<file path="src/design/rpn_pkg.sv">
// rpn_pkg: shared types and constants for the postfix expression evaluator
// used by rpn_front, rpn_queue, rpn_back and the top level
package rpn_pkg;

	localparam int DefStackDepth = 64;
	localparam int QueueDepth    = 4;

	localparam logic [7:0] ChPlus  = 8'h2b;
	localparam logic [7:0] ChMinus = 8'h2d;
	localparam logic [7:0] ChStar  = 8'h2a;
	localparam logic [7:0] ChSlash = 8'h2f;
	localparam logic [7:0] ChCaret = 8'h5e;
	localparam logic [7:0] ChZero  = 8'h30;
	localparam logic [7:0] ChNine  = 8'h39;

	localparam logic [1:0] StOk    = 2'd0;
	localparam logic [1:0] StUnder = 2'd1;
	localparam logic [1:0] StOver  = 2'd2;
	localparam logic [1:0] StDivz  = 2'd3;

	typedef enum logic [1:0] {
		CMD_NONE = 2'd0,
		CMD_NUM  = 2'd1,
		CMD_OP   = 2'd2
	} cmd_kind_t;

	typedef struct packed {
		cmd_kind_t   kind;
		logic [31:0] data;
		logic        expr_end;
	} cmd_t;

endpackage

</file>
<file path="src/design/rpn_queue.sv">
// rpn_queue: short command queue between front and back
// depends on rpn_pkg
module rpn_queue import rpn_pkg::*; (
	input  logic clk,
	input  logic arst_n,
	input  logic in_valid,
	output logic in_ready,
	input  cmd_t in_data,
	output logic out_valid,
	input  logic out_ready,
	output cmd_t out_data
);

	localparam int Aw = $clog2(QueueDepth);

	cmd_t          mem_q [QueueDepth];
	logic [Aw-1:0] wr_q;
	logic [Aw-1:0] rd_q;
	logic [Aw:0]   cnt_q;
	logic          push;
	logic          pop;

	assign in_ready  = cnt_q != (Aw+1)'(QueueDepth);
	assign out_valid = cnt_q != '0;
	assign out_data  = mem_q[rd_q];
	assign push      = in_valid & in_ready;
	assign pop       = out_valid & out_ready;

	always_ff @(posedge clk) begin
		if (push) begin
			mem_q[wr_q] <= in_data;
		end
	end

	always_ff @(posedge clk or negedge arst_n) begin
		if (!arst_n) begin
			wr_q  <= '0;
			rd_q  <= '0;
			cnt_q <= '0;
		end else begin
			if (push) begin
				wr_q <= (wr_q == Aw'(QueueDepth - 1)) ? '0 : wr_q + 1'b1;
			end
			if (pop) begin
				rd_q <= (rd_q == Aw'(QueueDepth - 1)) ? '0 : rd_q + 1'b1;
			end
			cnt_q <= cnt_q + (Aw+1)'(push) - (Aw+1)'(pop);
		end
	end

endmodule

</file>
<file path="config.mk">
export PLATFORM = sky130hd
export DESIGN_NAME = rpn_queue
export DESIGN_NICKNAME = d
export VERILOG_FILES = /design/src/design/rpn_pkg.sv /design/src/design/rpn_queue.sv
export SDC_FILE = /design/constraint.sdc
export NUM_CORES = 1
export LEC_CHECK = 0
export ABC_AREA = 1
export BUFFER_PORTS_ARGS = -buffer_cell sky130_fd_sc_hd__buf_4
export CAP_MARGIN = 20
export CORE_AREA = 5 5 111 113
export DETAILED_ROUTE_END_ITERATION = 8
export DIE_AREA = 0 0 116 118
export PLACE_DENSITY = 0.84
export RECOVER_POWER = 25
export SLEW_MARGIN = 15
export SYNTH_ARGS = -nofsm -noshare
export SYNTH_HDL_FRONTEND = slang
export SYNTH_SLANG_ARGS = --single-unit
</file>
<file path="constraint.sdc">
create_clock -name clk -period 7.55 [get_ports clk]
set_input_delay 0.3775 -clock clk [delete_from_list [all_inputs] [get_ports clk]]
set_output_delay 0.3775 -clock clk [all_outputs]
set_load 0.02 [all_outputs]
</file>
==> impl_metrics.yaml, run 1 <==
yosys:
  ys_seq_area_share_pct: 73.0
  synthTopCellsByCount: "edfxtp_1 (140), nand2_1 (122), inv_1 (83)"
  yosysMostFrequentCell: "edfxtp_1"
  yosysTopAreaCell: "edfxtp_1"
  yosys.area.top_type_share_pct: 70.1
  synth_async_sr_flop_share_pct: 4.76
  synth-seq-cells: 147
  synth_ff_type: "edfxtp_1"
  synth.distinct_cells: 14
  synth_area_leaders: "edfxtp_1 (70%), o211ai_1 (8.8%), nand2_1 (7.6%)"
  syn_nets: 513
  netlist_instances: 466
  synth_edf_count: 140
  yosys_warnings: 0
  syn_area_mm2: 0.00600
  syn_area_per_cell_um2: 12.9
power:
  vdd_ir_drop_max_uv: 269
  p_comb_share_pct: 34.0
  leakage_nw: 2.89
  p_clk_share_pct: 26.9
  powerDensity_mw_per_mm2: 423
  switchingPower_mw: 1.08
  swShare_pct: 35.1
  power.internal_mw: 1.99
  p_seq_share_pct: 39.0
global_routing:
  gr-total-overflow: 0
  track_usage_pct: 17.4
  grt_pass1_wl_um: 18000
  grt_max_degree: 89
  antenna_found_initial: 0
  grt_pass1_vias: 3707
sta:
  hold_ws_ns: 0.173
  fin_skew_ns: 0.0141
  finalSetupViolations: 0
  relSlewSlack_pct: 43.9
  hold_violations: 0
  fin_crit_ns: 2.82
  rsz0062_at_grt: "no"
  timing.final.crit_share_pct: 37.4
  finalMaxSlewViolations: 0
  fmax_ghz: 0.354
  tns_ns: 0
  setup_ws_ns: 4.73
  tightest_slew_ns: 0.841
floorplanning:
  initial_core_util_pct: 53.5
  die_area_mm2: 0.0137
  rows: 39
  die_y_um: 118
  pin_count: 76
  core_area_mm2: 0.0112
  die_width_um: 116
clock_network:
  clk-insertion-delay-late_ns: 0.41
  cts_sinks: 147
  cts_tree: "built"
  clockRootBuffer: "clkbuf_16"
  cts_htree_levels: 4
  clock_path_buffers: 2
  path_clk_slew_ns: 0.06
  numCtsBuffers: 17
routing:
  wl_per_cell_um: 16.4
  drt_drc_violations_left: 0
  vias_per_cell: 5.15
  ant_nets: 0
  drt_iter0_drc: 184
  first_pass_iters: 5
  routed_wl_um: 11400
  detailroute.via_count: 3601
flow_run:
  drv_cap: 0
cells_and_area:
  multi_input_area_mm2: 0.00117
  ff_latch_area_mm2: 0.00438
  nFillCells: 800
  antenna_cells: 0
  nets: 590
  final_cells: 699
  post-route-util_pct: 64.5
  areaGrowthSynthToFinish_pct: 20.6
  layout-drive-gt1-share_pct: 16.9
status:
  status: "finished, final reports clean"
critical_path:
  crit_cells: 5
  rrSetupSlack_ns: 5.11
  cp_cell_sequence: "buf_4, nand2_1, o211ai_1, nand2_1, buf_4"
  cp_data_arrival_time_ns: 2.45
  slowest_stage: "dfrtp_4"
  cp.buffers_inverters: 2
  start_kind: "flip-flop"
  regToRegEndpoint: "cnt_q[2]"
  required_ns: 7.17
  crit_fanout: 88
  r2r-start: "cnt_q[1]"
  rr_worst_depth: 10
  end_kind: "primary output"
  setup.worst_path.class: "reg -> out"
  path_delay_family: "buffers and inverters"
  cp_slowest_stage_delay_ns: 0.75
placed_design:
  post-place-cells: 665
  io_buffer_count: 75
  dpl.hpwl_um: 6900
  gp_congestion: 0.738
  place_ws_ns: 5.15
worst_hold_path:
  hold_depth: 1
  hold_end: "mem_q[0][31]"
  hp-class: "in -> reg"
  worstHoldStart: "in_data[31]"
## how the worst max path moves through the flow
| stage | start | endpoint | slack [ns] |
|---|---|---|---|
| global placement | rd_q[1] | out_data[34] | 5.18 |
| detailed placement | rd_q[0] | out_data[11] | 5.15 |
| global route | rd_q[0] | out_data[11] | 4.52 |
| finish | rd_q[0] | out_data[0] | 4.73 |
| CTS | rd_q[0] | out_data[2] | 4.69 |
| floorplan | cnt_q[1] | mem_q[0][0] | 4.75 |
## area by class of cell
type | instances | share of cell area (%)
flip-flops and latches | 147 | 60.6
clock buffers | 19 | 5.98
well taps | 143 | 2.47
repair buffers | 81 | 8.24
clock inverters | 13 | 2.19
inverters | 84 | 4.36
multi-input cells | 212 | 16.2
## power groups by stage
stage          Clock (mW)  Sequential [mW]  Combinational (mW)
2_1_floorplan           0             1.13               0.737
4_1_cts             0.838             1.20                1.05
3_5_place_dp            0             1.21                1.04
5_1_grt             0.880             1.21                1.15
6_report            0.825             1.20                1.04
3_3_place_gp            0             1.20               0.987
## worst reg2reg max path, delay by kind of cell (launching register included)
family	cells	cell delay (ns)
fa+ha+maj	3	0.85
buf+inv	2	0.12
flops	1	0.43
simple gates	5	0.92
## cell families (layout without fill, tap and decap cells)
| logic type | count (synthesis) | count (layout) | synth area share (%) |
|---|---|---|---|
| AO/OA/AOI/OAI | 70 | 70 | 8.76 |
| adder cells (fa/ha/maj) | 8 | 8 | 1.79 |
| buffers and inverters | 107 | 197 | 7.99 |
| flip-flops | 147 | 147 | 73.0 |
| AND/OR/NAND/NOR | 134 | 134 | 8.49 |
## cells in the final DEF (no fill, tap or decap), types with 2 or more instances in the layout
master and instances:
edfxtp_1 140, nand2_1 122, inv_1 83, o211ai_1 70, buf_4 53, clkbuf_1 25, clkbuf_16 17, ha_1 7
nand3_1 5, clkinv_2 5, dfrtp_1 5, nor2_4 4, nor2_1 3, bufinv_16 3, clkinv_4 3, buf_16 3
inv_6 2
## registers in the layout, indices dropped and copies added (netlist names)
| name | count |
|---|---|
| wr_q | 2 |
| mem_q | 140 |
| cnt_q | 3 |
| rd_q | 2 |
## routing by layer
metal | up-vias | track usage (%) | wire length, um
met5 | - | 0 | 0
met4 | 0 | 6.60 | 159
met3 | 16 | 5.04 | 889
li1 | 1756 | - | -
met1 | 1705 | 20.5 | 4430
met2 | 124 | 29.7 | 5960
## repair_timing
item,4_1_cts,5_1_grt
buffers inserted,0,0
hold buffers,1,0
gates resized for setup,0,0
hold endpoints to repair,7,0
## stage by stage
stage	total power, mW	instance area (um^2)
4_1_cts	3.09	7300
5_1_grt	3.24	7240
3_5_place_dp	2.26	6700
2_1_floorplan	1.87	6000
6_report	3.06	7240
3_3_place_gp	2.19	6620
Power figures use the tool's default switching activity.
==> run 2: changes to the inputs <==
--- a/config.mk
+++ b/config.mk
@@ -8,10 +8,10 @@
 export ABC_AREA = 1
 export BUFFER_PORTS_ARGS = -buffer_cell sky130_fd_sc_hd__buf_4
 export CAP_MARGIN = 20
-export CORE_AREA = 5 5 111 113
+export CORE_AREA = 5 5 114 116
 export DETAILED_ROUTE_END_ITERATION = 8
-export DIE_AREA = 0 0 116 118
-export PLACE_DENSITY = 0.84
+export DIE_AREA = 0 0 119 121
+export PLACE_DENSITY = 0.83
 export RECOVER_POWER = 25
 export SLEW_MARGIN = 15
 export SYNTH_ARGS = -nofsm -noshare
==> constraint.sdc (replaced) <==
create_clock -name clk -period 2.37 [get_ports clk]
set_input_delay 0.1185 -clock clk [delete_from_list [all_inputs] [get_ports clk]]
set_output_delay 0.1185 -clock clk [all_outputs]
set_load 0.02 [all_outputs]
==> run 2 against run 1 <==
Total power rose to 3.4 times the previous value. Sequential share of layout area down 4.0 points. Clock skew down 0.0048 ns. Die area up 5.2%. Wire length up 1.2%. Sequential power rose to 3.1 times the previous value. First-iteration DRC count up 32%. Global-route usage down 0.12 points. Register-to-register slack worse by 4.8 ns. Critical path type unchanged. Highest routed layer unchanged.
==> impl_metrics.yaml, run 2 (synthesis gave the netlist of run 1 again) <==
status:
  status: "finished, final reports clean"
clock_network:
  clockRootBuffer: "clkbuf_16"
  path_clk_slew_ns: 0.06
  cts.repair.resized: 0
  cts_tree: "built"
  clk-insertion-delay-late_ns: 0.41
  numCtsBuffers: 17
  hold_buffers: 38
  post-cts-setup-buffers: 0
  cts_htree_levels: 4
  cts_sinks: 147
  clock_path_buffers: 2
routing:
  drt_drc_violations_left: 0
  top_layer: "met4"
  vias_per_cell: 4.98
  drt-met1-wl_um: 4650
  routed_wl_um: 11600
  detailroute.via_count: 3728
  drt_iter0_drc: 242
  wl_met3_um: 613
  ant_nets: 0
  met2WireLength_um: 6220
  first_pass_iters: 4
  wl_per_cell_um: 15.5
cells_and_area:
  areaGrowthSynthToFinish_pct: 29.2
  antenna_cells: 0
  largest-register: "mem_q"
  largestRegisters: "mem_q: 140 flops, cnt_q: 3 flops"
  nets: 635
  layout-drive-gt1-share_pct: 17.1
  final_cells: 748
  layout_commonest_cell: "edfxtp_1"
  largest_register_ffs: 140
  final_cell_mix: "edfxtp_1 (140), nand2_1 (122), inv_1 (83)"
sta:
  tns_ns: 0
  hold_ws_ns: 0.146
  finalSetupViolations: 0
  finalMaxSlewViolations: 0
  hold_violations: 0
  fmax_ghz: 0.482
  tightest_slew_ns: 0.715
  fin_skew_ns: 0.00930
  relSlewSlack_pct: 52.3
  rsz0062_at_grt: "no"
  timing.final.crit_share_pct: 87.6
  fin_crit_ns: 2.08
critical_path:
  rr_worst_depth: 11
  end_kind: "primary output"
  required_ns: 2.25
  start_kind: "flip-flop"
  rrSetupSlack_ns: 0.35
  cp_data_arrival_time_ns: 1.96
  setup.worst_path.class: "reg -> out"
  crit_fanout: 53
placed_design:
  io_buffer_count: 75
  dpl.hpwl_um: 6940
  gp_congestion: 0.740
  post-place-cells: 678
power:
  total_power_mw: 10.4
  leakage_nw: 3.13
  vdd_ir_drop_max_uv: 947
  powerDensity_mw_per_mm2: 1340
floorplanning:
  die_y_um: 121
  pin_count: 76
  core_area_mm2: 0.0118
  die_width_um: 119
  rows: 40
  die_area_mm2: 0.0144
  initial_core_util_pct: 50.8
global_routing:
  grt_pass1_wl_um: 19100
  gr-total-overflow: 0
  grt_pass1_vias: 3880
  track_usage_pct: 17.3
  grt_max_degree: 54
  antenna_found_initial: 0
flow_run:
  drv_cap: 0
worst_hold_path:
  hp-class: "in -> async"
[run 2: changes by cell type in the layout (fill, tap and decap cells not counted), moves of 3 or more]
cell           change
buf_16             -3
dlygate4sd3_1     +37
clkinv_2           -4
buf_4             +12
clkbuf_8           +4
bufinv_16          +4
clkinv_4           -3
[run 2: layer usage]
| metal | GRT usage (%) | vias to the layer above |
|---|---|---|
| li1 | - | 1841 |
| met1 | 20.1 | 1790 |
| met2 | 30.6 | 89 |
| met3 | 4.90 | 8 |
| met4 | 5.87 | 0 |
| met5 | 0 | - |
[run 2: worst max-delay path, cell delays in order, from the launching register on]
cell	delay, ns
dfrtp_4	0.77
buf_12	0.28
nand2_1	0.09
o211ai_1	0.10
nand2_1	0.10
buf_4	0.16
[run 2: final timing paths]
check / startpoint / to
setup / recovery: rd_q[0] / out_data[22]
hold / removal: arst_n / wr_q[1]
setup reg to reg: cnt_q[1] / cnt_q[2]
hold reg to reg: cnt_q[0] / cnt_q[0]
max in group asynchronous: arst_n / rd_q[0]
min in group clk: in_data[11] / mem_q[0][11]
[run 2: per-stage QoR]
step                setup WS (ns)  util [%]  cell area [um^2]
floorplan                  -0.425         -              6000
global placement            0.463      57.1              6740
CTS                         0.265      66.3              7830
global route                0.117      65.6              7750
finish                      0.295      65.6              7750
detailed placement          0.365      57.1              6740
[run 2: power by group]
group          total [mW]  switching (mW)  internal, mW
sequential           3.70           0.272          3.43
combinational        3.50            2.18          1.32
clock                3.16           0.969          2.19
[run 2: area by class of cell]
| cell class | count | area (um^2) |
|---|---|---|
| sequential | 147 | 4380 |
| fill | 833 | 4060 |
| multi-input combinational | 212 | 1170 |
| timing repair buffer | 126 | 987 |
| clock buffer | 23 | 488 |
| inverter | 84 | 315 |
| clock inverter | 9 | 223 |
| tap | 147 | 184 |
