<file path="src/design/rpn_pkg.sv">
// rpn_pkg: shared types and constants for the postfix expression evaluator
// used by rpn_front, rpn_queue, rpn_back and the top level
package rpn_pkg;

	localparam int DefStackDepth = 64;
	localparam int QueueDepth    = 4;

	localparam logic [7:0] ChPlus  = 8'h2b;
	localparam logic [7:0] ChMinus = 8'h2d;
	localparam logic [7:0] ChStar  = 8'h2a;
	localparam logic [7:0] ChSlash = 8'h2f;
	localparam logic [7:0] ChCaret = 8'h5e;
	localparam logic [7:0] ChZero  = 8'h30;
	localparam logic [7:0] ChNine  = 8'h39;

	localparam logic [1:0] StOk    = 2'd0;
	localparam logic [1:0] StUnder = 2'd1;
	localparam logic [1:0] StOver  = 2'd2;
	localparam logic [1:0] StDivz  = 2'd3;

	typedef enum logic [1:0] {
		CMD_NONE = 2'd0,
		CMD_NUM  = 2'd1,
		CMD_OP   = 2'd2
	} cmd_kind_t;

	typedef struct packed {
		cmd_kind_t   kind;
		logic [31:0] data;
		logic        expr_end;
	} cmd_t;

endpackage

</file>
<file path="src/design/rpn_front.sv">
// rpn_front: takes characters, builds decimal numbers and classifies tokens
// depends on rpn_pkg; feeds commands to rpn_queue
module rpn_front import rpn_pkg::*; (
	input  logic       clk,
	input  logic       arst_n,
	input  logic       in_valid,
	output logic       in_ready,
	input  logic [7:0] char_code,
	input  logic       token_last,
	input  logic       expr_last,
	output logic       cmd_valid,
	input  logic       cmd_ready,
	output cmd_t       cmd
);

	logic [31:0] accum_q;
	logic        in_number_q;
	logic        token_start_q;
	logic        is_digit;
	logic        has_op;
	logic        innum_n;
	logic [31:0] accum_n;
	logic        accept;

	assign in_ready = cmd_ready;
	assign accept   = in_valid & cmd_ready;
	assign is_digit = (char_code >= ChZero) && (char_code <= ChNine);

	always_comb begin
		innum_n = in_number_q;
		accum_n = accum_q;
		has_op  = 1'b0;
		if (token_start_q) begin
			innum_n = is_digit;
			accum_n = {24'd0, char_code - ChZero};
			has_op  = !is_digit;
		end else if (in_number_q) begin
			accum_n = (accum_q << 3) + (accum_q << 1) + {24'd0, char_code} - 32'd48;
		end else begin
			has_op = 1'b1;
		end
		cmd.expr_end = token_last & expr_last;
		if (has_op) begin
			cmd.kind = CMD_OP;
			cmd.data = {24'd0, char_code};
		end else begin
			cmd.kind = (token_last & innum_n) ? CMD_NUM : CMD_NONE;
			cmd.data = accum_n;
		end
	end

	assign cmd_valid = in_valid & ((cmd.kind != CMD_NONE) | cmd.expr_end);

	always_ff @(posedge clk or negedge arst_n) begin
		if (!arst_n) begin
			accum_q       <= '0;
			in_number_q   <= 1'b0;
			token_start_q <= 1'b1;
		end else if (accept) begin
			if (token_last) begin
				accum_q       <= '0;
				in_number_q   <= 1'b0;
				token_start_q <= 1'b1;
			end else begin
				accum_q       <= accum_n;
				in_number_q   <= innum_n;
				token_start_q <= 1'b0;
			end
		end
	end

endmodule

</file>
<file path="config.mk">
export PLATFORM = sky130hd
export DESIGN_NAME = rpn_front
export DESIGN_NICKNAME = d
export VERILOG_FILES = /design/src/design/rpn_pkg.sv /design/src/design/rpn_front.sv
export SDC_FILE = /design/constraint.sdc
export NUM_CORES = 1
export LEC_CHECK = 0
export BUFFER_PORTS_ARGS = -buffer_cell sky130_fd_sc_hd__buf_2
export CORE_MARGIN = 10
export CORE_UTILIZATION = 55
export DETAILED_ROUTE_END_ITERATION = 10
export PLACE_DENSITY = 0.79
export SLEW_MARGIN = 15
export SYNTH_ARGS = -nofsm -noshare
export SYNTH_HDL_FRONTEND = slang
export SYNTH_SLANG_ARGS = --single-unit
export TNS_END_PERCENT = 10
</file>
<file path="constraint.sdc">
create_clock -name clk -period 3.92 [get_ports clk]
set_clock_uncertainty 0.15 [all_clocks]
set_input_delay 0.196 -clock clk [delete_from_list [all_inputs] [get_ports clk]]
set_output_delay 0.196 -clock clk [all_outputs]
set_load 0.05 [all_outputs]
</file>
==> results by group, run 1 <==
Status
  • Outcome: finished with violations
  • Failing checks: negative setup slack

Global route
  • Gr usage total: 0.181
  • Global-route wire length before repair: 17,700 um
  • Initial antenna violation count: 0
  • Grt ovf: 0
  • Number of global-route vias before repair: 3,975
  • Largest net degree at the start of global routing: 34

Power and ir drop
  • Combinational Power Share: 0.703
  • Leak: 0.00256 uW
  • Clock power frac: 0.121
  • Switching part of the total: 0.480
  • Psw: 1050 uW
  • Internal power: 1130 uW
  • Worst IR drop on VDD: approximately 220 uV
  • Power Density: 454 nW/um^2
  • Register share of total power: 0.176

Synthesis
  • Synth Area in Simple Gates: 0.149
  • Syn Inst Count: 563
  • Sequential element share of the synthesized area: 0.195
  • Post-synthesis mux area share: 0.0168
  • XOR/XNOR Fraction of Synth Area: 0.0641
  • Distinct cell type count after synthesis: 48
  • Share of the synthesized area in the top cell type: 0.245
  • Compound-Gate Fraction of Synth Area: 0.192
  • YS warnings: 0
  • Cell area after synthesis: 4230 um^2
  • Cell with the most instances after synthesis: inv_1
  • Ys async rst share: 1.00
  • Synth Area in Adders: 0.274
  • Number of enable flip-flop cells after synthesis: 0
  • Yosys top cell by area: ha_1
  • Synthesis-stage register bit count: 33
  • Most instantiated cells after synthesis: inv_1 (101), ha_1 (83), nand2_1 (63)
  • Ys flop type: dfrtp_1
  • Syn Area/Cell: 7.52 um^2
  • Synth area leaders: ha_1 (25%), dfrtp_1 (19%), inv_1 (9.0%)
  • Syn_nets: 666
  • Largest family of logic cells by synthesized area: adder cells

Critical path
  • Kind of critical path: register to output port
  • Reg2reg setup slack: 430 ps
  • Worst EP required: 3570 ps
  • CP Launch Type: register
  • Setup crit end kind: output port
  • Start of the worst register-to-register path: accum_q[2]
  • Worst path arrival time: 3650 ps
  • Beginning of the critical path: accum_q[2]
  • Crit path max fanout: 2

Clocking
  • CTS Root Cell: clkbuf_8
  • CTS tree: built
  • CTS buffer count: 5
  • CTS HTree Levels: 2
  • Max clock buf depth: 2
  • Skew-Pair Late Insertion Delay: 290 ps
  • Clk sinks: 33
  • Clock transition at path regs: around 70 ps

STA
  • Final worst slack: -77.4 ps
  • Setup TNS: -216 ps
  • Final critical-path required period: roughly 4000 ps
  • RSZ-0062 raised after global routing: true
  • Max-slew violation count: 0
  • Final Setup Violations: 4
  • Final number of hold-violating endpoints: 0
  • Relative slew slack: 0.363
  • Fin crit share: 1.02
  • Max Fclk: 0.250 GHz
  • Slew of the pin with the lowest slew margin: 953 ps

Die
  • Row count: 31
  • Initial Utilization: 0.574
  • Die Area: approximately 12,000 um^2
  • IO Pins: between 50 and 60
  • Die width: between 100 and 150 um
  • Core area: 7370 um^2
  • Die Ht: 108 um

Placed design
  • Detailed Place HPWL: 8330 um
  • Port bufs: 50
  • Pre-CTS setup slack: around 53 ps
  • Post-Place Cell Area: 4570 um^2
  • Routability cong.: around 0.9
  • DP Cell Count: 697

Route
  • Drt total wl: 10,400 um
  • Via density: 5.45
  • Vias: ~3,900
  • Remaining DRCs: 0
  • First-pass DRT Iterations: 4
  • DR WL/cell: 14.6 um
  • 1st-iter DRT viols: 180
  • Remaining antenna violation count after routing: 0

Hold path
  • Hold Path Origin: char_code[0]
  • Worst hold path type: input port to register

Layout
  • Diode count: 0
  • Fin nets: 714
  • Fillers: between 600 and 700
  • Area growth, synth to finish: 13.4%
  • Layout cells sized above 1: 0.144
  • Final std cells w/o fill: roughly 710
  • Post-Layout Inst Area: 4800 um^2
  • Util after Layout: 0.652

Flow run
  • Max_cap viols: 0
==> timing repair <==
item	CTS	global route
setup endpoints to repair	9	15
endpoints found under the hold margin	32	0
pin swaps	11	10
hold buffers	1	0
gates resized for setup	13	19
setup buffers	4	1
==> power groups by stage <==
stage / Sequential (uW) / Combinational, uW / Clock, uW
6_report: 384 / 1530 / 263
5_1_grt: 387 / 1700 / 278
4_1_cts: 383 / 1490 / 265
3_5_place_dp: 390 / 1420 / 0
3_3_place_gp: 389 / 1390 / 0
2_1_floorplan: 377 / 1130 / 0
==> layer usage <==
layer / track usage / wire length, um
met1: 0.207 / 4500
met2: 0.333 / 5310
met3: 0.0263 / 365
met4: 0.0582 / 180
met5: 0 / 0
==> state kept, by name (all words and copies together), names as in the netlist <==
| signal | flops |
|---|---|
| in_number_q | 1 |
| token_start_q | 1 |
| accum_q | 31 |
==> critical path: stages, from the launching register on <==
cell and delay (ps):
dfrtp_1 350, inv_1 90, fa_1 480, inv_1 40
ha_1 270, ha_2 180, inv_2 50, fa_2 220
nor2b_4 50, o211ai_2 170, a31oi_2 130, a211o_2 360
a211o_1 300, a31oi_1 210, xor2_1 210, nor2_1 90
buf_6 160
==> layout by cell type (no fill, tap or decap), types with 5 or more instances in the layout <==
cell type	netlist	final
mux2i_1	6	6
a21oi_1	36	35
xnor2_1	23	21
nand3_1	9	9
o21ai_0	33	33
buf_2	0	37
dfrtp_1	32	32
and2_1	5	5
ha_1	83	79
nand2_1	63	63
o21bai_1	5	5
clkbuf_4	0	6
fa_1	6	5
inv_1	101	98
xor2_1	8	8
nand2b_1	5	5
clkbuf_8	0	5
nor2_1	50	50
buf_4	2	12
a21o_1	8	8
o21ai_1	21	20
==> logic make-up (layout without fill, tap and decap cells) <==
| kind of cell | count (synthesis) | in the layout |
|---|---|---|
| AOI/OAI and AO/OA | 135 | 135 |
| and+or+nand+nor | 147 | 147 |
| muxes | 7 | 7 |
| adders and majority gates | 89 | 89 |
| xor gates and xnor gates | 31 | 31 |
| DFF | 33 | 33 |
| buffers and inverters | 121 | 170 |
==> worst paths after layout <==
path / end / cells past startpoint
hold / removal: accum_q[0] / 3
max in group asynchronous: in_number_q / 2
min in group asynchronous: accum_q[12] / 2
setup reg to reg: accum_q[29] / 15
hold reg to reg: accum_q[6] / 2
setup / recovery: cmd[30] / 16
==> through the flow <==
stage / power (uW) / hold slack, ps
global route: 2370 / 99.6
detailed placement: 1810 / 183
floorplan: 1500 / -250
finish: 2180 / 69.5
global placement: 1780 / 167
CTS: 2140 / 70.9
==> cell type report <==
| class | instances | area [um^2] | area share |
|---|---|---|---|
| Tap cell | 99 | 124 | 0.0258 |
| Clock buffer | 8 | 80.1 | 0.0167 |
| Sequential cell | 33 | 827 | 0.172 |
| Timing Repair Buffer | 60 | 375 | 0.0782 |
| Multi-Input combinational cell | 409 | 3010 | 0.627 |
| Inverter | 102 | 383 | 0.0797 |
No activity file was read; power rests on OpenSTA's default activity.
==> inputs of run 2 (changes only) <==
--- a/config.mk
+++ b/config.mk
@@ -10,6 +10,7 @@
 export CORE_UTILIZATION = 55
 export DETAILED_ROUTE_END_ITERATION = 10
 export PLACE_DENSITY = 0.79
+export REMOVE_ABC_BUFFERS = 1
 export SLEW_MARGIN = 15
 export SYNTH_ARGS = -nofsm -noshare
 export SYNTH_HDL_FRONTEND = slang
==> results by group, run 2 (synthesized netlist as in run 1, its figures left out) <==
Route
  • 1st-iter DRT viols: 198 (was 180)
  • Drt total wl: 10,100 um (was 10,400 um)
  • Via density: 5.37 (was 5.45)
  • Vias: 3,862 (was 3,878)
  • DR WL/cell: 14.1 um (was 14.6 um)
  • First-pass DRT Iterations: 5 (was 4)
  • Remaining antenna violation count after routing: 0 (unchanged)
  • Remaining DRCs: 0 (unchanged)

Critical path
  • Reg2reg setup slack: 180 ps (was 430 ps)
  • Beginning of the critical path: accum_q[2] (unchanged)
  • Worst EP required: 3570 ps (about the same)
  • Start of the worst register-to-register path: accum_q[2] (unchanged)
  • Setup crit end kind: output port (unchanged)
  • Worst path arrival time: 3710 ps (was 3650 ps)
  • Number of cells on the worst reg-to-reg path: 17 (was 15)
  • Crit path max fanout: 2 (unchanged)
  • CP Launch Type: register (unchanged)
  • Kind of critical path: register to output port (unchanged)
  • FF-to-FF End: accum_q[29] (unchanged)

Clocking
  • CTS buffer count: 5 (unchanged)
  • Clk sinks: 33 (unchanged)
  • Clock transition at path regs: 70 ps (about the same)
  • Skew-Pair Late Insertion Delay: 290 ps (about the same)
  • CTS Root Cell: clkbuf_8 (unchanged)
  • Max clock buf depth: 2 (unchanged)
  • CTS tree: built (unchanged)
  • CTS HTree Levels: 2 (unchanged)

Flow run
  • Max_cap viols: 0 (unchanged)

STA
  • Final hold slack: 72.8 ps (was 69.5 ps)
  • Final Setup Violations: 4 (unchanged)
  • Relative slew slack: 0.486 (was 0.363)
  • Max-slew violation count: 0 (unchanged)
  • Fin crit share: 1.03 (was 1.02)
  • Final worst slack: -134 ps (was -77.4 ps)
  • Final number of hold-violating endpoints: 0 (unchanged)
  • Max Fclk: 0.247 GHz (was 0.250 GHz)
  • Slew of the pin with the lowest slew margin: 770 ps (was 953 ps)
  • Setup TNS: -339 ps (was -216 ps)
  • RSZ-0062 raised after global routing: true (unchanged)
  • Final critical-path required period: 4050 ps (was 4000 ps)

Layout
  • Max reg flops: 31 (unchanged)
  • Layout cells sized above 1: 0.155 (was 0.144)
  • Most flops, register: accum_q (unchanged)
  • Commonest non-fill, non-tap cell in the layout: inv_1 (unchanged)
  • Post-Layout Inst Area: 4870 um^2 (was 4800 um^2)
  • Footprint of the multi-input gates: 3010 um^2 (about the same)
  • Register area: 828 um^2 (was 827 um^2)
  • Fin nets: 722 (was 714)
  • Area growth, synth to finish: 15.1% (was 13.4%)
  • Diode count: 0 (unchanged)
  • Largest regs: accum_q (31), in_number_q (1), token_start_q (1) (unchanged)
  • Fillers: 644 (was 660)
  • Most frequent cells in the layout: inv_1 (98), ha_1 (79), nand2_1 (63) (unchanged)
  • Util after Layout: 0.661 (was 0.652)

Power and ir drop
  • Power Density: 458 nW/um^2 (was 454 nW/um^2)
  • Worst IR drop on VDD: 210 uV (was 225 uV)
  • Leak: 0.00259 uW (was 0.00256 uW)

Status
  • Outcome: finished with violations (unchanged)
  • Failing checks: negative setup slack (unchanged)

Die
  • Core area: 7370 um^2 (unchanged)
  • Initial Utilization: 0.574 (unchanged)
  • Die width: 108 um (unchanged)
  • Row count: 31 (unchanged)
  • Die Area: 11,600 um^2 (unchanged)
  • IO Pins: 51 (unchanged)
  • Die Ht: 108 um (unchanged)

Global route
  • Initial antenna violation count: 0 (unchanged)
  • Number of global-route vias before repair: 3,815 (was 3,975)
  • Grt ovf: 0 (unchanged)
  • Largest net degree at the start of global routing: 34 (unchanged)
  • Gr usage total: 0.178 (was 0.181)
  • Global-route wire length before repair: 17,500 um (was 17,700 um)

Hold path
  • Hold Path Origin: char_code[0] (unchanged)
  • Hold Path Sink: accum_q[0] (unchanged)
  • Worst hold path type: input port to register (unchanged)
  • Hold Path Depth: 3 (unchanged)

Placed design
  • Routability cong.: 0.916 (was 0.912)
  • Post-Place Cell Area: 4570 um^2 (unchanged)
  • Port bufs: 50 (unchanged)
  • Detailed Place HPWL: 8040 um (was 8330 um)
[run 2: worst max path at each step]
stage	end	slack, ps
finish	cmd[30]	-130
global route	cmd[32]	-300
CTS	cmd[30]	-110
detailed placement	cmd[32]	30
global placement	cmd[30]	140
floorplan	cmd[30]	7
[run 2: per-stage QoR]
stage	power, uW	worst slack (ps)	instances
finish	2230	-134	719
global route	2440	-298	719
CTS	2170	-114	714
detailed placement	1810	35.0	697
global placement	1780	144	697
floorplan	1490	7.29	544
[run 2: final cells by class]
cell class / count / share of cell area
inverter: 102 / 0.0786
tap: 99 / 0.0254
timing repair buffer: 68 / 0.0927
multi-input combinational: 409 / 0.617
sequential: 33 / 0.170
clock buffer: 8 / 0.0164
[run 2: worst max-delay path, cell delays in order, from the launching register on]
cell and delay [ps]:
dfrtp_1 360, inv_2 60, fa_1 500, inv_1 40, ha_1 270, ha_2 180
inv_2 50, fa_2 230, nor2b_4 50, o211ai_2 180, a31oi_2 130, a211o_2 360
a211o_1 330, a31oi_1 200, xor2_1 230, nor2_1 90, buf_6 160
[run 2: report_power, final]
| part | switching, uW | internal, uW | total [uW] |
|---|---|---|---|
| logic | 903 | 688 | 1590 |
| clock network | 133 | 126 | 260 |
| registers | 22.7 | 361 | 383 |
[run 2: routing by layer]
| layer | vias up | share of wire | global-route usage | wire [um] |
|---|---|---|---|---|
| met4 | 0 | 0.012 | 0.0372 | 119 |
| met3 | 12 | 0.039 | 0.0228 | 399 |
| met2 | 80 | 0.49 | 0.314 | 4930 |
| met5 | - | 0 | 0 | 0 |
| met1 | 1805 | 0.46 | 0.226 | 4680 |
| li1 | 1965 | - | - | - |
[run 2: what timing repair did]
| item | in CTS | in global routing |
|---|---|---|
| setup endpoints to repair | 9 | 18 |
| gates resized for setup | 15 | 28 |
| pin swaps | 11 | 12 |
| setup buffers | 8 | 5 |
| hold buffers | 1 | 0 |
| endpoints found under the hold margin | 32 | 0 |
